`config.mk`:
```
export PLATFORM = sky130hd
export DESIGN_NAME = cgs_cell
export DESIGN_NICKNAME = d
export VERILOG_FILES = /design/src/hdl/cgs_pkg.sv /design/src/hdl/cgs_cell.sv
export SDC_FILE = /design/constraint.sdc
export NUM_CORES = 1
export LEC_CHECK = 0
export ABC_CLOCK_PERIOD_IN_PS = 4600
export BUFFER_PORTS_ARGS = -buffer_cell sky130_fd_sc_hd__buf_2
export CORE_AREA = 3 3 128 130
export DETAILED_ROUTE_END_ITERATION = 7
export DIE_AREA = 0 0 131 133
export PLACE_DENSITY = 0.69
export SYNTH_ARGS = -nofsm -noshare
export SYNTH_HDL_FRONTEND = slang
export SYNTH_SLANG_ARGS = --single-unit
```
`constraint.sdc`:
```
create_clock -name clock -period 4.6 [get_ports clock]
set_clock_uncertainty 0.2 [all_clocks]
set_input_delay 1.15 -clock clock [delete_from_list [all_inputs] [get_ports clock]]
set_output_delay 1.15 -clock clock [all_outputs]
set_load 0.03 [all_outputs]
```
`src/hdl/cgs_pkg.sv`:
```
`default_nettype none

package cgs_pkg;

   // Largest system handled; the cell row, the matrix memory and all index widths follow it.
   localparam int MAX_N = 16;
   localparam int IW = $clog2(MAX_N);
   localparam int NW = $clog2(MAX_N + 1);
   localparam int AW = $clog2(MAX_N * MAX_N);

   // Quotient bits produced by the divider: a 32-bit magnitude scaled by 2^16.
   localparam int DIV_STEPS = 48;

   typedef logic [IW-1:0] idx_type;
   typedef logic [NW-1:0] cnt_type;
   typedef logic [AW-1:0] addr_type;

   typedef logic signed [31:0] q_type;
   typedef logic signed [47:0] prod_type;
   typedef logic signed [63:0] wide_type;

   localparam q_type Q_MAX = 32'sh7FFFFFFF;
   localparam q_type Q_MIN = 32'sh80000000;
   localparam wide_type WIDE_MAX = 64'sd2147483647;
   localparam wide_type WIDE_MIN = -64'sd2147483648;

   // Request kinds.
   localparam logic [1:0] KIND_LOAD_A = 2'd0;
   localparam logic [1:0] KIND_LOAD_B = 2'd1;
   localparam logic [1:0] KIND_START  = 2'd2;

   // Register indexes on the configuration port.
   localparam logic [1:0] REG_SIZE     = 2'd0;
   localparam logic [1:0] REG_MAX_ITER = 2'd1;
   localparam logic [1:0] REG_TOL      = 2'd2;

   typedef struct packed {
      logic x;
      logic r;
      logic p;
      logic z;
   } shift_type;

   typedef struct packed {
      logic      init;
      shift_type sh;
   } cell_ctl_type;

   typedef struct packed {
      q_type x;
      q_type r;
      q_type p;
      q_type z;
   } vec_type;

   typedef struct packed {
      logic  done;
      q_type quo;
   } div_rsp_type;

   function automatic q_type sat32(input wide_type v);
      if (v > WIDE_MAX) begin
         return Q_MAX;
      end else if (v < WIDE_MIN) begin
         return Q_MIN;
      end
      return q_type'(v);
   endfunction

endpackage

`default_nettype wire

```
`src/hdl/cgs_cell.sv`:
```
`default_nettype none

// One element of each solver vector. The row shifts toward cell zero.
module cgs_cell (
   input  logic                 clock,
   input  cgs_pkg::cell_ctl_type ctl,
   input  logic                 ld_b,
   input  cgs_pkg::q_type       b_in,
   input  cgs_pkg::vec_type     nb_in,
   output cgs_pkg::vec_type     cell_out
);

   cgs_pkg::q_type   b_ff;
   cgs_pkg::vec_type v_ff;

   always_ff @(posedge clock) begin
      if (ld_b) begin
         b_ff <= b_in;
      end
      if (ctl.init) begin
         v_ff.x <= '0;
         v_ff.r <= b_ff;
         v_ff.p <= b_ff;
      end else begin
         if (ctl.sh.x) begin
            v_ff.x <= nb_in.x;
         end
         if (ctl.sh.r) begin
            v_ff.r <= nb_in.r;
         end
         if (ctl.sh.p) begin
            v_ff.p <= nb_in.p;
         end
         if (ctl.sh.z) begin
            v_ff.z <= nb_in.z;
         end
      end
   end

   assign cell_out = v_ff;

endmodule

`default_nettype wire

```
**After elaboration in Yosys (flattened, before gate mapping)**

Index checks and enable logic that the tools add are counted.

- Register bits after elaboration: 160
- Bits in latches: 0
- RAM bits: 0
- Bits in read-only memories: 0
- Input port bits: 167
- Output and inout port bits: 128
- Memories: 0

- Add/sub/neg operators: 0
- $mul: 0
- Divide/modulo/power cells: 0
- Magnitude comparators: 0
- Equality and inequality tests: 0
- Shift-type cells: 0
- Muxes and demuxes: 3
- Bitwise operators: 1
- Reductions and logical operators: 3

Operator list:

| cell | count |
|---|---|
| $mux W32 | 2 |
| $mux W64 | 1 |
| $reduce_bool A2 Y1 | 2 |
| $reduce_and A2 Y1 | 1 |
| $not A1 Y1 | 1 |

**Depth between registers and ports, before layout**

- Depth after elaboration: 2
- Gate-level depth with buffers: 4

**Worst setup path before layout**

Ideal clock, no wire load.

- Path kind: input port to flip-flop
- Start point: in ctl[4] (netlist name)
- End point: reg v_ff, in the netlist cell_out[0], enable pin
- Setup time: 0.425 ns
- Data arrival time: 2.762 ns
- Data required time: 3.975 ns
- Slack: 1.213 ns
- Stages on the path: 2
- Path buffers: 1
- Path through: buf_4 > nor2b_1

- Longest elaborated chain between the ends: 2

RTL lines:

| item | RTL line | source |
|---|---|---|
| from (decl) | cgs_cell.sv:6 | `input cgs_pkg::cell_ctl_type ctl,` |
| $not A1 Y1 (no source line) | n/a |  |
| $reduce_and A2 Y1 (no source line) | n/a |  |
| to (decl) | cgs_cell.sv:14 | `cgs_pkg::vec_type v_ff;` |

No other way between the ends.
A chain may end at the register's enable or synchronous reset.

**Final worst setup path**

- Start point: in ctl[4] (netlist name)
- End point: reg v_ff, in the netlist cell_out[24], enable pin

Same word-level chain as after synthesis.

==> impl_metrics.csv <==
group,metric,value,unit
floorplanning,dieArea,0.0174,mm²
clock_network,cts-root-buf,"clkbuf_16",
power_and_ir_drop,ir_drop,0.000230,V
routing,vias,4066,
finish,fillers,1347,
worst_setup_path,criticalPathCategory,"in2reg",
finish,fin_util,0.517,
worst_setup_path,critPathMaxFanout,70,
timing,slew_headroom,0.394,
worst_setup_path,r2r_setup_slack,3530,ps
timing,hold_slack,292,ps
global_routing,antenna_found_initial,3,
finish,diodes,0,
min_path,hold_path.class,"reg2reg",
routing,vias_per_cell,4.40,
floorplanning,row_count,45,
yosys,synth_warnings,0,
worst_setup_path,critPathLaunchType,"input port",
placed_design,routabilityCongestion,0.772,
power_and_ir_drop,cellPowerDensity,433,mW/mm²
timing,worstMarginPinSlew,909,ps
outcome,status,"complete, no violations",
clock_network,cts_hold_buf,0,
clock_network,clk_latency,410,ps
routing,routed_wl,14000,µm
yosys,ys_seq_elements,160,
timing,fin_setup_tns,0,ps
floorplanning,core,0.0153,mm²
yosys,synthCells,405,
timing,min_period,2630,ps
clock_network,postCtsSetupRepairBufs,0,
run,cap_violations,0,
global_routing,grt_pass1_vias,4132,
timing,rsz0062_at_grt,"false",
clock_network,cts_buffers,17,
timing,setup_viol,0,
global_routing,grt-ovfl-total,0,
floorplanning,die_h,133,µm
clock_network,htree_levels,4,
finish,drive_gt1_frac,0.452,
routing,wl_per_cell,15.1,µm
placed_design,post_dp_cell_area,0.00738,mm²
yosys,syn_area,0.00575,mm²
clock_network,cts_resized,0,
worst_setup_path,arrival,2560,ps
power_and_ir_drop,p_total,3.41,mW
finish,final_cell_mix,"buf_2 (293), edfxtp_1 (128), inv_1 (64), o21ai_0 (64)",
timing,clock.fmax,380,MHz
worst_setup_path,required,4520,ps
timing,finalCritPeriodShare,0.573,
global_routing,grt_max_degree,71,
finish,layout_commonest_cell,"buf_2",
clock_network,cts_buffer_depth,2,
placed_design,hpwl,10500,µm
routing,drt-initial-drc-count,201,
clock_network,clk_pin_slew,60,ps
floorplanning,start_util,0.377,
worst_setup_path,cp-end-kind,"flip-flop",
power_and_ir_drop,power_leakage,3.75,nW
finish,nets,869,
global_routing,grt.total_usage,0.155,
timing,hold_violations,0,
finish,layout-area-overhead-vs-synth,37.0,%
routing,ant_nets,0,
placed_design,io_buffer_count,294,
clock_network,cts_tree,"built",
finish,final_area,0.00788,mm²
global_routing,grt_pass1_wl,20600,µm
timing,slew_viol_final,0,
clock_network,clock_sinks,160,
routing,drc_errors,0,
yosys,synth.distinct_cells,13,
yosys,syn_nets,572,
yosys,syn_avg_cell_area,14.2,µm²
floorplanning,pin_count,295,
routing,firstDrtPassIters,4,
floorplanning,die_x,131,µm
yosys,synth.yosys.seq_area_share,0.779,
worst paths after layout:
kind | from | endpoint | cells after the start
min reg2reg | cell_out[106] | cell_out[106] | 2
max reg2reg | b_ff[31] | cell_out[63] | 2
min | cell_out[106] | cell_out[106] | 2
max | ctl[4] | cell_out[24] | 4
critical path, cell delays in order:
cell and delay, ps:
buf_4 410, buf_4 600, nor2b_2 70, buf_4 280
registers in the layout (all words and copies together), names as in the netlist:
signal    flops
b_ff         32
cell_out    128
through the flow:
step	std cells	setup WS, ps
floorplan	405	1210
global placement	894	1570
detailed placement	894	1520
CTS	925	1970
global route	925	1820
finish	925	1970
synth_stat cells (all sizes together):
cell type | instances | share of area
o21ai | 64 | 0.056
nor2b | 1 | 0.0011
dfxtp | 32 | 0.11
clkbuf | 3 | 0.0020
inv | 64 | 0.042
or2 | 2 | 0.0022
edfxtp | 128 | 0.67
nor2 | 32 | 0.021
mux2i | 32 | 0.056
buf | 15 | 0.020
nand2 | 32 | 0.021
logic make-up (layout without fill, tap and decap cells):
| logic type | count (synthesis) | after routing | synth area share |
|---|---|---|---|
| AO/OA/AOI/OAI | 64 | 64 | 0.0557 |
| buffers and inverters | 82 | 391 | 0.0642 |
| flip-flops | 160 | 160 | 0.779 |
| multiplexers | 32 | 32 | 0.0557 |
| AND/OR/NAND/NOR | 67 | 67 | 0.0450 |
cell type report:
| cell class | count | area, µm² | area share |
|---|---|---|---|
| Timing Repair Buffer | 296 | 1490 | 0.189 |
| Inverter | 64 | 240 | 0.0305 |
| Sequential cell | 160 | 4480 | 0.569 |
| Clock buffer | 20 | 437 | 0.0554 |
| Clock inverter | 11 | 66.3 | 0.00841 |
| Tap cell | 211 | 264 | 0.0335 |
| Multi-Input combinational cell | 163 | 902 | 0.114 |
report_power, final:
group | switching, mW | internal [mW] | total [mW] | leakage [nW]
Sequential | 0.0376 | 1.70 | 1.73 | 1.54
Clock | 0.529 | 0.681 | 1.21 | 0.241
Combinational | 0.323 | 0.145 | 0.468 | 1.97
metal layers:
metal	routed length (µm)	global-route usage	vias to the layer above
met3	1340	0.0505	21
met4	169	0.0509	6
met2	7230	0.271	210
li1	-	-	1977
met1	5190	0.176	1852
met5	41	0	-
Power figures use the tool's default switching activity.
