--- config.mk ---
export PLATFORM = sky130hd
export DESIGN_NAME = cgs_mul
export DESIGN_NICKNAME = d
export VERILOG_FILES = /design/src/hdl/cgs_pkg.sv /design/src/hdl/cgs_mul.sv
export SDC_FILE = /design/constraint.sdc
export NUM_CORES = 2
export LEC_CHECK = 0
export BUFFER_PORTS_ARGS = -buffer_cell sky130_fd_sc_hd__buf_4
export CORE_MARGIN = 2
export CORE_UTILIZATION = 60
export CTS_CLUSTER_SIZE = 30
export DETAILED_ROUTE_END_ITERATION = 10
export GPL_ROUTABILITY_DRIVEN = 0
export GPL_TIMING_DRIVEN = 0
export HOLD_SLACK_MARGIN = 0.1
export PLACE_DENSITY = 0.87
export REMOVE_ABC_BUFFERS = 1
export SYNTH_ARGS = -nofsm -noshare
export SYNTH_HDL_FRONTEND = slang
export SYNTH_SLANG_ARGS = --single-unit
--- constraint.sdc ---
create_clock -name clock -period 9.4 [get_ports clock]
set_clock_uncertainty 0.2 [all_clocks]
set_input_delay 0.94 -clock clock [delete_from_list [all_inputs] [get_ports clock]]
set_output_delay 0.94 -clock clock [all_outputs]
set_load 0.05 [all_outputs]
--- src/hdl/cgs_pkg.sv ---
`default_nettype none

package cgs_pkg;

   // Largest system handled; the cell row, the matrix memory and all index widths follow it.
   localparam int MAX_N = 16;
   localparam int IW = $clog2(MAX_N);
   localparam int NW = $clog2(MAX_N + 1);
   localparam int AW = $clog2(MAX_N * MAX_N);

   // Quotient bits produced by the divider: a 32-bit magnitude scaled by 2^16.
   localparam int DIV_STEPS = 48;

   typedef logic [IW-1:0] idx_type;
   typedef logic [NW-1:0] cnt_type;
   typedef logic [AW-1:0] addr_type;

   typedef logic signed [31:0] q_type;
   typedef logic signed [47:0] prod_type;
   typedef logic signed [63:0] wide_type;

   localparam q_type Q_MAX = 32'sh7FFFFFFF;
   localparam q_type Q_MIN = 32'sh80000000;
   localparam wide_type WIDE_MAX = 64'sd2147483647;
   localparam wide_type WIDE_MIN = -64'sd2147483648;

   // Request kinds.
   localparam logic [1:0] KIND_LOAD_A = 2'd0;
   localparam logic [1:0] KIND_LOAD_B = 2'd1;
   localparam logic [1:0] KIND_START  = 2'd2;

   // Register indexes on the configuration port.
   localparam logic [1:0] REG_SIZE     = 2'd0;
   localparam logic [1:0] REG_MAX_ITER = 2'd1;
   localparam logic [1:0] REG_TOL      = 2'd2;

   typedef struct packed {
      logic x;
      logic r;
      logic p;
      logic z;
   } shift_type;

   typedef struct packed {
      logic      init;
      shift_type sh;
   } cell_ctl_type;

   typedef struct packed {
      q_type x;
      q_type r;
      q_type p;
      q_type z;
   } vec_type;

   typedef struct packed {
      logic  done;
      q_type quo;
   } div_rsp_type;

   function automatic q_type sat32(input wide_type v);
      if (v > WIDE_MAX) begin
         return Q_MAX;
      end else if (v < WIDE_MIN) begin
         return Q_MIN;
      end
      return q_type'(v);
   endfunction

endpackage

`default_nettype wire

--- src/hdl/cgs_mul.sv ---
`default_nettype none

// Q16.16 product, floored, registered.
module cgs_mul (
   input  logic              clock,
   input  logic              en,
   input  cgs_pkg::q_type    op_a,
   input  cgs_pkg::q_type    op_b,
   output cgs_pkg::prod_type prod
);

   cgs_pkg::wide_type full;
   cgs_pkg::prod_type prod_ff;

   assign full = op_a * op_b;

   always_ff @(posedge clock) begin
      if (en) begin
         prod_ff <= cgs_pkg::prod_type'(full >>> 16);
      end
   end

   assign prod = prod_ff;

endmodule

`default_nettype wire

# After elaboration in Yosys (flattened, before gate mapping)
# Cells that the tools add are included.
dict set report op_classes {
  n_mul 1
}
# cell n
set op_table {}
lappend op_table {{$mul A32 B32 Y64} 1}
dict set report word_totals {
  word_cells 2
  input_bits 66
  ff_bits 48
}

# Depth between registers and ports, before layout
dict set report logic_depth {
  depth_word 1
  ltp_mapped 27
  mapped_depth_nobuf 26
}

# Worst setup path before layout
# No wires, ideal clock.
dict set report synth_path {
  kind {input to register}
  startpoint {input op_a[31]}
  endpoint {register prod_ff[47] (netlist: prod[47]), data pin}
  cell_stages 27
  required_ns 8.940
  arrival_time_ns 8.042
  path_buffers 1
  setup_slack_ns 0.898
  setup_ns 0.260
  path_cell_list {clkbuf_1 > nand2_1 > inv_1 > fa_1 > inv_1 > fa_1 > inv_1 > fa_1 > fa_1 > inv_1 > fa_1 > inv_1 > fa_1 > inv_1 > fa_1 > inv_1 > fa_1 > ha_1 > a21oi_1 > o211a_1 > o31ai_1 > a221oi_1 > a21oi_1 > o21ai_0 > o21ai_1 > o41a_1 > xnor2_1}
}
dict set report synth_via {
  elab_chain_len 1
}
# item line_no
set synth_rtl {}
lappend synth_rtl {{from (decl)} cgs_mul.sv:7} ;# input cgs_pkg::q_type op_a,
lappend synth_rtl {{$mul A32 B32 Y64} cgs_mul.sv:15} ;# assign full = op_a * op_b;
lappend synth_rtl {{via full[63]} cgs_mul.sv:12} ;# cgs_pkg::wide_type full;
lappend synth_rtl {{to (signal assigned)} cgs_mul.sv:19} ;# prod_ff <= cgs_pkg::prod_type'(full >>> 16);
lappend synth_rtl {{to (decl)} cgs_mul.sv:13} ;# cgs_pkg::prod_type prod_ff;
# The timed path passes the listed nets, and every way through them passes these cells.
# A chain may end at the register's enable or synchronous reset.

# Worst setup path after layout
dict set report layout_path {
  startpoint {input op_b[5]}
  endpoint {register prod_ff[38] (netlist: prod[38]), data pin}
}
dict set report layout_via {
  elab_chain_len 1
}
# item line_no
set layout_rtl {}
lappend layout_rtl {{from (decl)} cgs_mul.sv:8} ;# input cgs_pkg::q_type op_b,
lappend layout_rtl {{$mul A32 B32 Y64} cgs_mul.sv:15}
lappend layout_rtl {{via full[54]} cgs_mul.sv:12}
# The timed path passes the listed nets, and every way through them passes these cells.

==> results.py <==
metrics = {
    "routing": {
        "top_layer": "met4",
        "viasPerCell": 5.89,
        "route.met3.wl_um": 12500,
        "drc": 0,
        "wl_met2_um": 47500,
        "dr.pass1.iters": 6,
        "drtIter0Drc": 2327,
        "drtAntennaViolNets": 0,
        "vias": 26700,
        "routed_wl_um": 100000,
        "met1_length_um": 33000,
        "routedWlPerCell_um": 22.1,
    },
    "clock_network": {
        "clockRootBuffer": "clkbuf_16",
        "ctsHoldBuffers": 0,
        "cts-buffers-inserted": 5,
        "clk_pin_slew_ps": 70,
        "htree_levels": 2,
        "cts.sinks": 48,
        "cts_tree": "yes",
        "clk_path_buf_depth": 2,
    },
    "synth": {
        "synthArstFlopShare_pct": 0,
        "avgSynthCellArea_um2": 9.68,
        "synth_area_um2": 37000,
        "ys_seq_elements": 48,
        "synth.distinct_cells": 54,
        "yosysWarnings": 0,
        "syn_inst": 3820,
        "synthFlopType": "edfxtp_1",
        "synth_edf_count": 48,
        "yosysSeqAreaShare_pct": 3.90,
    },
    "floorplan": {
        "die_area_um2": 63600,
        "coreArea_um2": 61400,
        "die_h_um": 252,
        "rows": 91,
        "start_util_pct": 60.3,
        "dieWidth_um": 252,
        "ios": 114,
    },
    "global_routing": {
        "grt_use_total_pct": 34.0,
        "gr-total-overflow": 0,
        "grt_pass1_wl_um": 164000,
        "antenna_found_initial": 6,
        "grt_max_degree": 49,
        "first_global_vias": 31100,
    },
    "final_layout": {
        "fin_area_um2": 38300,
        "area_growth_pct": 3.54,
        "fin_cells": 4532,
        "nNetsFinal": 5067,
        "layout-drive-gt1-share_pct": 3.72,
        "largest_reg_flops": 48,
        "fill_cells": 4628,
    },
    "setup_path": {
        "crit_type": "in2reg",
        "worstPathArrival_ps": 9120,
        "worstSetupStartpointType": "input pin",
        "path_max_fanout": 32,
        "crit_required_ps": 9270,
        "cp-end-kind": "register",
    },
    "placement": {
        "dpl_cell_area_um2": 38100,
        "dp.cells": 4518,
        "io_buffers": 113,
        "place_hpwl_um": 74500,
    },
    "flow_run": {
        "drv_cap": 0,
    },
    "timing": {
        "max_slew_margin_pct": 26.3,
        "setup_viol": 0,
        "tightest_slew_ps": 1100,
        "post-route-period-util_pct": 98.4,
        "hold_viol": 0,
        "period_needed_ps": 9250,
        "fin_setup_tns_ps": 0,
        "rsz0062_at_grt": "no",
        "holdWs_ps": 963,
        "drv_slew": 0,
        "fmax_mhz": 108,
    },
    "hold_path": {
        "hp-class": "in2reg",
    },
    "status": {
        "outcome": "finished clean",
    },
}
## worst max-delay path, cell delays in order
cell,delay [ps]
buf_4,390
nand2_1,220
inv_1,130
fa_1,390
inv_1,270
fa_1,510
inv_1,300
fa_1,530
fa_1,560
fa_1,450
fa_1,580
fa_1,440
fa_1,480
ha_1,450
a21o_1,230
a21oi_1,140
o21bai_1,90
a311oi_1,770
nand2_1,150
o21ai_2,510
o21ai_0,240
a21oi_1,210
xnor2_1,90
## worst paths after layout
| path | from | cells past startpoint | endpoint | slack [ps] |
|---|---|---|---|---|
| hold / removal | en | 1 | prod[47] | 960 |
| setup / recovery | op_b[5] | 23 | prod[38] | 150 |
## routing by layer
metal	vias to the layer above	GRT usage (%)
met2	1832	55.3
met4	0	19.0
met1	13600	41.5
met5	-	0
met3	563	8.86
li1	10700	-
## cell usage in the layout (no fill, tap or decap), drive strengths merged, types with 14 or more instances in the layout
cell    instances
edfxtp         48
a21o           21
nand2         513
fa           1081
buf           118
inv           948
a21oi          48
ha            180
nor2           46
and2          513
xnor2          40
xor2           23
o21ai          30
nand4          14
## what timing repair did
| action | 4_1_cts | 5_1_grt |
|---|---|---|
| buffers inserted | 2 | 3 |
| gates resized for setup | 3 | 1 |
| setup endpoints to repair | 8 | 7 |
| pin swaps | 1 | 0 |
## kinds of logic after synthesis
group,share of synthesized area (%)
flip-flops,3.90
adder cells (fa/ha/maj),64.6
buffers and inverters,11.7
AND/OR/NAND/NOR,15.5
XOR/XNOR,1.49
AO/OA/AOI/OAI,2.79
## layout make-up
class	count	area, µm²	area share (%)
Antenna cell	2	5.00	0.0131
Clock buffer	5	125	0.327
Clock inverter	2	60.1	0.157
Inverter	950	3570	9.33
Multi-Input combinational cell	2617	31200	81.5
Sequential cell	48	1440	3.76
Tap cell	790	988	2.58
Timing Repair Buffer	118	886	2.31
## synthesized netlist by cell type, types with 4 or more instances
cell,number,area share [%]
xnor2_1,40,0.95
nor3_1,7,0.095
o21bai_1,8,0.16
nand2b_1,12,0.20
o21ai_0,26,0.35
and2_1,512,8.7
xor2_1,23,0.54
edfxtp_1,48,3.9
a21oi_1,48,0.65
clkbuf_1,200,2.0
nor2_1,46,0.47
nor2b_1,4,0.068
nand2_1,513,5.2
a21o_1,21,0.43
and3_1,7,0.12
ha_1,180,6.1
nand4_1,14,0.24
inv_1,950,9.6
nand3_1,12,0.16
fa_1,1081,59
buf_1,4,0.041
a211oi_1,5,0.10
o21a_1,6,0.12
## per-stage QoR
| stage | worst slack (ps) | util [%] |
|---|---|---|
| after CTS | 31.3 | 62.3 |
| after floorplan | 1140 | - |
| after global placement | -641 | 62.0 |
| after global routing | 5.53 | 62.4 |
| after detailed placement | -969 | 62.0 |
| final | 153 | 62.4 |
Power is left out: the tool's default activity adds up to more than one toggle a clock period on the data nets, which glitch-free logic cannot reach.
