==> src/hdl/cgs_pkg.sv <==
`default_nettype none

package cgs_pkg;

   // Largest system handled; the cell row, the matrix memory and all index widths follow it.
   localparam int MAX_N = 16;
   localparam int IW = $clog2(MAX_N);
   localparam int NW = $clog2(MAX_N + 1);
   localparam int AW = $clog2(MAX_N * MAX_N);

   // Quotient bits produced by the divider: a 32-bit magnitude scaled by 2^16.
   localparam int DIV_STEPS = 48;

   typedef logic [IW-1:0] idx_type;
   typedef logic [NW-1:0] cnt_type;
   typedef logic [AW-1:0] addr_type;

   typedef logic signed [31:0] q_type;
   typedef logic signed [47:0] prod_type;
   typedef logic signed [63:0] wide_type;

   localparam q_type Q_MAX = 32'sh7FFFFFFF;
   localparam q_type Q_MIN = 32'sh80000000;
   localparam wide_type WIDE_MAX = 64'sd2147483647;
   localparam wide_type WIDE_MIN = -64'sd2147483648;

   // Request kinds.
   localparam logic [1:0] KIND_LOAD_A = 2'd0;
   localparam logic [1:0] KIND_LOAD_B = 2'd1;
   localparam logic [1:0] KIND_START  = 2'd2;

   // Register indexes on the configuration port.
   localparam logic [1:0] REG_SIZE     = 2'd0;
   localparam logic [1:0] REG_MAX_ITER = 2'd1;
   localparam logic [1:0] REG_TOL      = 2'd2;

   typedef struct packed {
      logic x;
      logic r;
      logic p;
      logic z;
   } shift_type;

   typedef struct packed {
      logic      init;
      shift_type sh;
   } cell_ctl_type;

   typedef struct packed {
      q_type x;
      q_type r;
      q_type p;
      q_type z;
   } vec_type;

   typedef struct packed {
      logic  done;
      q_type quo;
   } div_rsp_type;

   function automatic q_type sat32(input wide_type v);
      if (v > WIDE_MAX) begin
         return Q_MAX;
      end else if (v < WIDE_MIN) begin
         return Q_MIN;
      end
      return q_type'(v);
   endfunction

endpackage

`default_nettype wire

==> src/hdl/cgs_div.sv <==
`default_nettype none

// Restoring divider on magnitudes: quotient = (num * 2^16) / den, one bit per cycle,
// truncated toward zero and saturated. A zero divisor is answered in the cycle after go.
module cgs_div (
   input  logic                 clock,
   input  logic                 reset,
   input  logic                 go,
   input  cgs_pkg::q_type       num,
   input  cgs_pkg::q_type       den,
   output cgs_pkg::div_rsp_type rsp
);

   logic           busy_ff;
   logic           done_ff;
   logic           neg_ff;
   logic [5:0]     cnt_ff;
   logic [32:0]    rem_ff;
   logic [47:0]    dq_ff;
   logic [31:0]    dm_ff;
   cgs_pkg::q_type quo_ff;

   logic [31:0]    num_mag;
   logic [31:0]    den_mag;
   logic [32:0]    rem_sh;
   logic           fits;
   logic [32:0]    rem_in;
   logic [47:0]    q_fin;
   cgs_pkg::q_type q_sat;
   cgs_pkg::q_type q_zero;

   assign num_mag = num[31] ? (~num + 32'd1) : num;
   assign den_mag = den[31] ? (~den + 32'd1) : den;
   assign rem_sh  = {rem_ff[31:0], dq_ff[47]};
   assign fits    = rem_sh >= {1'b0, dm_ff};
   assign rem_in  = fits ? (rem_sh - {1'b0, dm_ff}) : rem_sh;
   assign q_fin   = {dq_ff[46:0], fits};

   always_comb begin
      if (neg_ff) begin
         q_sat = (q_fin > 48'h0000_8000_0000) ? cgs_pkg::Q_MIN
                                              : cgs_pkg::q_type'(32'd0 - q_fin[31:0]);
      end else begin
         q_sat = (q_fin > 48'h0000_7FFF_FFFF) ? cgs_pkg::Q_MAX : cgs_pkg::q_type'(q_fin[31:0]);
      end
      if (num > 0) begin
         q_zero = cgs_pkg::Q_MAX;
      end else if (num < 0) begin
         q_zero = cgs_pkg::Q_MIN;
      end else begin
         q_zero = '0;
      end
   end

   always_ff @(posedge clock) begin
      if (reset) begin
         busy_ff <= 1'b0;
         done_ff <= 1'b0;
         cnt_ff  <= '0;
      end else begin
         done_ff <= 1'b0;
         if (go) begin
            if (den == 0) begin
               done_ff <= 1'b1;
               quo_ff  <= q_zero;
            end else begin
               busy_ff <= 1'b1;
               cnt_ff  <= '0;
               rem_ff  <= '0;
               dq_ff   <= {num_mag, 16'd0};
               dm_ff   <= den_mag;
               neg_ff  <= num[31] ^ den[31];
            end
         end else if (busy_ff) begin
            rem_ff <= rem_in;
            dq_ff  <= q_fin;
            cnt_ff <= cnt_ff + 6'd1;
            if (cnt_ff == 6'(cgs_pkg::DIV_STEPS - 1)) begin
               busy_ff <= 1'b0;
               done_ff <= 1'b1;
               quo_ff  <= q_sat;
            end
         end
      end
   end

   assign rsp.done = done_ff;
   assign rsp.quo  = quo_ff;

endmodule

`default_nettype wire

==> config.mk <==
export PLATFORM = sky130hd
export DESIGN_NAME = cgs_div
export DESIGN_NICKNAME = d
export VERILOG_FILES = /design/src/hdl/cgs_pkg.sv /design/src/hdl/cgs_div.sv
export SDC_FILE = /design/constraint.sdc
export NUM_CORES = 1
export LEC_CHECK = 0
export ABC_AREA = 1
export ABC_CLOCK_PERIOD_IN_PS = 6800
export BUFFER_PORTS_ARGS = -buffer_cell sky130_fd_sc_hd__buf_2
export CAP_MARGIN = 40
export CORE_UTILIZATION = 40
export DETAILED_ROUTE_END_ITERATION = 10
export GPL_TIMING_DRIVEN = 1
export HOLD_SLACK_MARGIN = 0.02
export PLACE_DENSITY_LB_ADDON = 0.2
export SYNTH_ARGS = -nofsm -noshare
export SYNTH_HDL_FRONTEND = slang
export SYNTH_SLANG_ARGS = --single-unit
==> constraint.sdc <==
create_clock -name clock -period 6.8 [get_ports clock]
set_clock_uncertainty 0.05 [all_clocks]
set_input_delay 1.7 -clock clock [delete_from_list [all_inputs] [get_ports clock]]
set_output_delay 1.7 -clock clock [all_outputs]
set_load 0.005 [all_outputs]
# Word level (Yosys, flattened, before mapping)
# Cells that the tools add are included.
[op_classes] mux=29 bitwise=5 n_reduce_logical=7 eq_ne=3 order_cmp=5 addsub=5
[ops] op="$mux 32" count=14
[ops] op="$mux 48" count=3
[ops] op="$add 32x1->32 const B" count=2
[ops] op="$not 32->32" count=2
[ops] op="$gt 48x31->1 const B" count=1
[ops] op="$gt 48x32->1 const B" count=1
[ops] op="$ge 33x32->1" count=1
[ops] op="$gt 32x1->1 const B" count=1
[ops] op="$logic_not 32->1" count=1
[ops] op="$lt 32x1->1 const B" count=1
[ops] op="$sub 1x32->32 const A" count=1
[ops] op="$sub 32x32->32" count=1
[ops] op="$mux 31" count=1
[ops] op="$mux 6" count=3
[ops] op="$mux 1" count=8
[ops] op="$add 6x1->6 const B" count=1
[ops] op="$eq 6x6->1 const B" count=1
[ops] op="$reduce_and 3->1" count=2
[ops] op="$reduce_and 4->1" count=1
[ops] op="$reduce_bool 2->1" count=2
[ops] op="$ne 2x1->1 const B" count=1
[ops] op="$ne 2x2->1 const B" count=1
[ops] op="$not 1->1" count=2
[ops] op="$reduce_and 2->1" count=1
[ops] op="$xor 1x1->1" count=1
[word_totals] input_bits=67 output_inout_bits=33 register_bits=153

# Logic depth before layout (Yosys ltp)
[depth] depth_word=7 depth_mapped=29 depth_no_buf=28

# Least setup slack after synthesis
# No wires, ideal clock.
[synth_path] path_type="input to register" start="input port den[0]" end="register dq_ff[0], enable pin" setup_ps=519 arrival_time_ps=5764 path_buffers=0 stages=9 path_slack_ps=467 cell_sequence="inv_1 ha_1 inv_1 nor3_2 nand4_1 nor2_1 nand2_1 o21ai_2 nor2_1"
[synth_via] elab_chain_len=3
[synth_rtl] element="start, declared" line_no="cgs_div.sv:10" rtl="input cgs_pkg::q_type den,"
[synth_rtl] element="$logic_not 32->1" line_no="cgs_div.sv:63" rtl="if (den == 0) begin"
[synth_rtl] element="$ne 2x2->1 (no line)"
[synth_rtl] element="$reduce_and 3->1 (no line)"
[synth_rtl] element="end signal, assigned" line_no="cgs_div.sv:70" rtl="dq_ff <= {num_mag, 16'd0};"
[synth_rtl] element="end signal, assigned" line_no="cgs_div.sv:76" rtl="dq_ff <= q_fin;"
[synth_rtl] element="end, declared" line_no="cgs_div.sv:19" rtl="logic [47:0] dq_ff;"
# Every way passes these cells.
# A chain may end at the register's enable or synchronous reset.

# Final worst setup path
[layout_path] start="register rem_ff[23]" end="register quo_ff[7] (data pin)"
[layout_via] elab_chain_len=7 elab_cells_between_ends=10 classes_between="add/sub: 1; order compare: 3; mux: 6"
[layout_rtl] element="start, declared" line_no="cgs_div.sv:18" rtl="logic [32:0] rem_ff;"
[layout_rtl] element="start signal, assigned" line_no="cgs_div.sv:75" rtl="rem_ff <= rem_in;"
[layout_rtl] element="$ge 33x32->1 (*)" line_no="cgs_div.sv:35" rtl="assign fits = rem_sh >= {1'b0, dm_ff};"
[layout_rtl] element="$gt 48x31->1 (tied with other cells)" line_no="cgs_div.sv:44" rtl="q_sat = (q_fin > 48'h0000_7FFF_FFFF) ? cgs_pkg::Q_MAX : cgs_pkg::q_type'(q_fin[31:0]);"
[layout_rtl] element="$mux 32 (on tied branches)" line_no="cgs_div.sv:44, cgs_div.sv:41"
[layout_rtl] element="$mux 32 (*)" line_no="cgs_div.sv:40" rtl="if (neg_ff) begin"
[layout_rtl] element="$mux 32 (*)" line_no="cgs_div.sv:78" rtl="if (cnt_ff == 6'(cgs_pkg::DIV_STEPS - 1)) begin"
[layout_rtl] element="$mux 32 (*)" line_no="cgs_div.sv:74" rtl="end else if (busy_ff) begin"
[layout_rtl] element="$mux 32 (*)" line_no="cgs_div.sv:62" rtl="if (go) begin"
[layout_rtl] element="end signal, assigned" line_no="cgs_div.sv:65" rtl="quo_ff <= q_zero;"
[layout_rtl] element="end signal, assigned" line_no="cgs_div.sv:81" rtl="quo_ff <= q_sat;"
[layout_rtl] element="end, declared" line_no="cgs_div.sv:21" rtl="cgs_pkg::q_type quo_ff;"
# Every way passes the cells marked *; elsewhere a longest branch is shown, timed or not. The select of a mux whose other input is x is not followed.

==> results.tsv <==
stage	metric	value	unit
global_route	met3 track utilization from global routing	3.07	%
power_and_ir_drop	sum of internal, switching and leakage power	0.00274	W
global_route	met1 usage in global routing	28.3	%
finish	utilization of the core after routing	46.3	%
drt	starting DRC count in detailed routing	782	
cts	clk slew on worst S/H paths	0.07	ns
placed_design	post-detailed-placement half-perimeter wirelength	20600	um
setup_path	number of cell instances on the worst register-to-register path	23	
finish	fillers	2605	
power_and_ir_drop	power density over cell area	227	nW/um^2
drt	per-cell via count in the routed design	5.21	
setup_path	Critical Path AT	4.53	ns
power_and_ir_drop	largest vdd supply drop	0.122	mV
run	number of maximum-capacitance violations	0	
cts	TritonCTS sink count	153	
drt	Wirelength per Cell	15.4	um
finish	FF+latch area	4510	sq um
sta	hold violation total from the final report	0	
global_route	GRT Total Usage	20.8	%
logic_synthesis	number of unique standard cell types used by synthesis	54	
logic_synthesis	number of instances in the synthesized netlist	1348	
drt	router iterations before antenna repair	7	
finish	area added between synthesis and finish	13.5	%
drt	remaining antenna violation count	0	
cts	buffer count from post-CTS setup fixing	0	
floorplan	area of the die	27300	sq um
logic_synthesis	mean instance size in the synthesized netlist	7.89	sq um
sta	endpoints failing setup	0	
floorplan	initial core utilization	40.8	%
logic_synthesis	number of enable-type register cells in the synthesized netlist	145	
logic_synthesis	number of register bits inferred by synthesis	153	
sta	highest achievable clock rate	233	MHz
logic_synthesis	register area share after synthesis	42.4	%
global_route	via count of the first global-routing pass	8809	
cts	number of clock buffers inserted by TritonCTS	17	
sta	setup repair after global routing missed its margin	no	
cts	CTS-repair resized insts	0	
outcome	run status	finished clean	
finish	share of layout cells above drive strength 1	12.6	%
global_route	Overflow after GRT	0	
logic_synthesis	count of yosys warnings during synthesis	0	
setup_path	Critical Path Start Type	register	
setup_path	register-to-register path setup slack	2.51	ns
logic_synthesis	synth top area cells	sky130_fd_sc_hd__edfxtp_1, sky130_fd_sc_hd__nand2_1, sky130_fd_sc_hd__inv_1	
drt	DRC violations left	0	
setup_path	Worst Path Required	7.04	ns
global_route	largest net degree at the start of global routing	67	
sta	transition at the pin with the smallest max-transition slack	0.881	ns
placed_design	routability-driven placement congestion ratio	0.932	
logic_synthesis	number of nets produced by synthesis	1452	
sta	Final Slew Violations	0	
floorplan	Horiz. Die Dim	165	um
cts	Hold Buf Count CTS	0	
drt	Routed WL	27400	um
logic_synthesis	top cells by count, synth	sky130_fd_sc_hd__nand2_1, sky130_fd_sc_hd__inv_1, sky130_fd_sc_hd__nor2_1	
finish	# nets final	1537	
logic_synthesis	share of synthesized registers carrying an async set or reset	0	%
cts	CTS tree	yes	
sta	max_slew headroom	41.2	%
min_path	worst hold path class	register to register	
logic_synthesis	Post-Synthesis Cell Area	10600	sq um
drt	vias post-DR	9278	
logic_synthesis	most used flip-flop cell after synthesis	sky130_fd_sc_hd__edfxtp_1	
logic_synthesis	Yosys top cell area share	40.9	%
power_and_ir_drop	LEAKAGE	5.09	nW
global_route	grt met2 use	33.8	%
sta	Period Utilization, post-route	63.2	%
min_path	terminating pin of the worst hold path	cnt_ff[5]$_SDFFE_PP0P_	
setup_path	R2R Path Start	rem_ff[23]$_SDFFCE_PP0P_	
setup_path	peak fanout along the critical path	66	
finish	Inserted Diodes	0	
cts	largest buffer count on any clock path	2	
placed_design	buffers added on ports	99	
floorplan	Cell Rows	59	
global_route	wire length of the first global-routing pass	44500	um
floorplan	CORE AREA	26100	sq um
cts	Root Driver	sky130_fd_sc_hd__clkbuf_16	
global_route	number of antenna violations at the first check in global routing	0	
logic_synthesis	top-count cell post-synth	sky130_fd_sc_hd__nand2_1	
cts	worst-skew pair later-pin latency	0.43	ns
logic_synthesis	area leader, netlist	sky130_fd_sc_hd__edfxtp_1	
setup_path	capture instance of the worst register-to-register path	quo_ff[7]$_DFFE_PP_	
floorplan	io pins	100	
placed_design	dpl cell area	11500	sq um
sta	worst hold slack	0.438	ns
setup_path	crit path kind	register to register	
setup_path	capturing element type of the critical path	register	
min_path	startpoint of the worst hold path	cnt_ff[5]$_SDFFE_PP0P_	
min_path	count of cells along the worst hold path	2	
sta	final critical delay including setup and external delays	4.29	ns
finish	cell area after layout	12100	sq um
floorplan	die height	165	um
cts	H-tree Lvls	4	
finish	Multi-input gate area	5290	sq um
sta	final setup TNS	0	ns
global_route	GR peak layer	met2	
-- critical path, cell delays in order, from the launching register on --
cell and delay, ns:
sky130_fd_sc_hd__edfxtp_1 0.42, sky130_fd_sc_hd__ha_1 0.39, sky130_fd_sc_hd__nand2_1 0.17, sky130_fd_sc_hd__inv_1 0.08, sky130_fd_sc_hd__a21oi_1 0.23, sky130_fd_sc_hd__a21oi_1 0.14
sky130_fd_sc_hd__nor2_4 0.20, sky130_fd_sc_hd__nand2_4 0.36, sky130_fd_sc_hd__inv_1 0.28, sky130_fd_sc_hd__ha_1 0.25, sky130_fd_sc_hd__nand2_2 0.08, sky130_fd_sc_hd__nor2_4 0.13
sky130_fd_sc_hd__inv_2 0.07, sky130_fd_sc_hd__nor2_4 0.10, sky130_fd_sc_hd__inv_2 0.05, sky130_fd_sc_hd__nor3_2 0.23, sky130_fd_sc_hd__nand2_1 0.09, sky130_fd_sc_hd__nand2_2 0.10
sky130_fd_sc_hd__nand2_4 0.15, sky130_fd_sc_hd__clkinv_4 0.21, sky130_fd_sc_hd__nand3_1 0.11, sky130_fd_sc_hd__nand2_1 0.08, sky130_fd_sc_hd__nand2_1 0.05, sky130_fd_sc_hd__nand2_1 0.09
-- cell type report --
cell class	count	share of cell area [%]
well taps	335	3.47
flip-flops and latches	153	37.4
clock inverters	15	1.53
inverters	171	5.36
multi-input cells	983	43.8
repair buffers	107	4.93
clock buffers	17	3.52
-- metal layers --
| metal | part of all wire (%) | wire length [um] |
|---|---|---|
| met4 | 2.0 | 535 |
| met3 | 4.8 | 1320 |
| met2 | 47 | 12800 |
| met1 | 47 | 12800 |
| met5 | 0 | 0 |
-- registers in the layout, summed over array words and instances, names as in the netlist --
register  cells
cnt_ff        6
neg_ff        1
dm_ff        32
quo_ff       32
busy_ff       1
rem_ff       32
dq_ff        48
done_ff       1
-- placed cells by master (no fill, tap or decap), types with 3 or more instances in the layout --
cell,instances
sky130_fd_sc_hd__o31ai_1,5
sky130_fd_sc_hd__o21ai_1,16
sky130_fd_sc_hd__a31oi_1,12
sky130_fd_sc_hd__nand4_1,21
sky130_fd_sc_hd__buf_4,5
sky130_fd_sc_hd__o21bai_1,5
sky130_fd_sc_hd__nand2_4,3
sky130_fd_sc_hd__nor2_1,157
sky130_fd_sc_hd__inv_2,8
sky130_fd_sc_hd__o221ai_1,3
sky130_fd_sc_hd__ha_1,36
sky130_fd_sc_hd__clkinvlp_4,5
sky130_fd_sc_hd__dfxtp_1,8
sky130_fd_sc_hd__clkbuf_16,17
sky130_fd_sc_hd__o211ai_1,6
sky130_fd_sc_hd__nor2_2,3
sky130_fd_sc_hd__nand3_1,64
sky130_fd_sc_hd__inv_8,4
sky130_fd_sc_hd__xor2_1,55
sky130_fd_sc_hd__edfxtp_1,145
sky130_fd_sc_hd__nand2_2,3
sky130_fd_sc_hd__or2_2,3
sky130_fd_sc_hd__buf_2,99
sky130_fd_sc_hd__inv_1,161
sky130_fd_sc_hd__a21oi_1,72
sky130_fd_sc_hd__nor2_4,6
sky130_fd_sc_hd__o21ai_2,3
sky130_fd_sc_hd__a21o_1,3
sky130_fd_sc_hd__nand2_1,297
sky130_fd_sc_hd__xnor2_1,37
sky130_fd_sc_hd__o21ai_0,117
sky130_fd_sc_hd__nor4_1,11
sky130_fd_sc_hd__nor3_1,15
sky130_fd_sc_hd__nor3_2,5
-- worst max-delay path by stage --
stage / slack [ns] / cells past startpoint / startpoint / endpoint
5_1_grt: 2.13 / 25 / rem_ff[20]$_SDFFCE_PP0P_ / quo_ff[25]$_DFFE_PP_
3_5_place_dp: 2.35 / 7 / go / quo_ff[20]$_DFFE_PP_
2_1_floorplan: 0.47 / 9 / den[0] / dq_ff[0]$_SDFFCE_PP0P_
4_1_cts: 2.53 / 23 / rem_ff[23]$_SDFFCE_PP0P_ / quo_ff[8]$_DFFE_PP_
6_report: 2.51 / 23 / rem_ff[23]$_SDFFCE_PP0P_ / quo_ff[7]$_DFFE_PP_
3_3_place_gp: 2.25 / 12 / num[0] / quo_ff[0]$_DFFE_PP_
-- where the power goes --
part | switching (W) | internal (W) | total, W
registers | 0.0000409 | 0.00111 | 0.00116
clock network | 0.000432 | 0.000556 | 0.000988
logic | 0.000386 | 0.000211 | 0.000597
-- per-stage QoR --
step	setup WS, ns	instances
floorplan	0.467	1348
global placement	2.25	1746
detailed placement	2.35	1749
CTS	2.53	1781
global route	2.13	1781
finish	2.51	1781
-- cell families after synthesis --
| kind of cell | after synthesis | share of synthesized area (%) |
|---|---|---|
| and+or+nand+nor | 601 | 24.4 |
| DFF | 153 | 42.4 |
| buffers and inverters | 212 | 8.10 |
| adders and majority gates | 37 | 4.42 |
| AOI/OAI and AO/OA | 253 | 13.1 |
| xor gates and xnor gates | 92 | 7.57 |
Note: power is estimated with default switching activity, not from simulation.
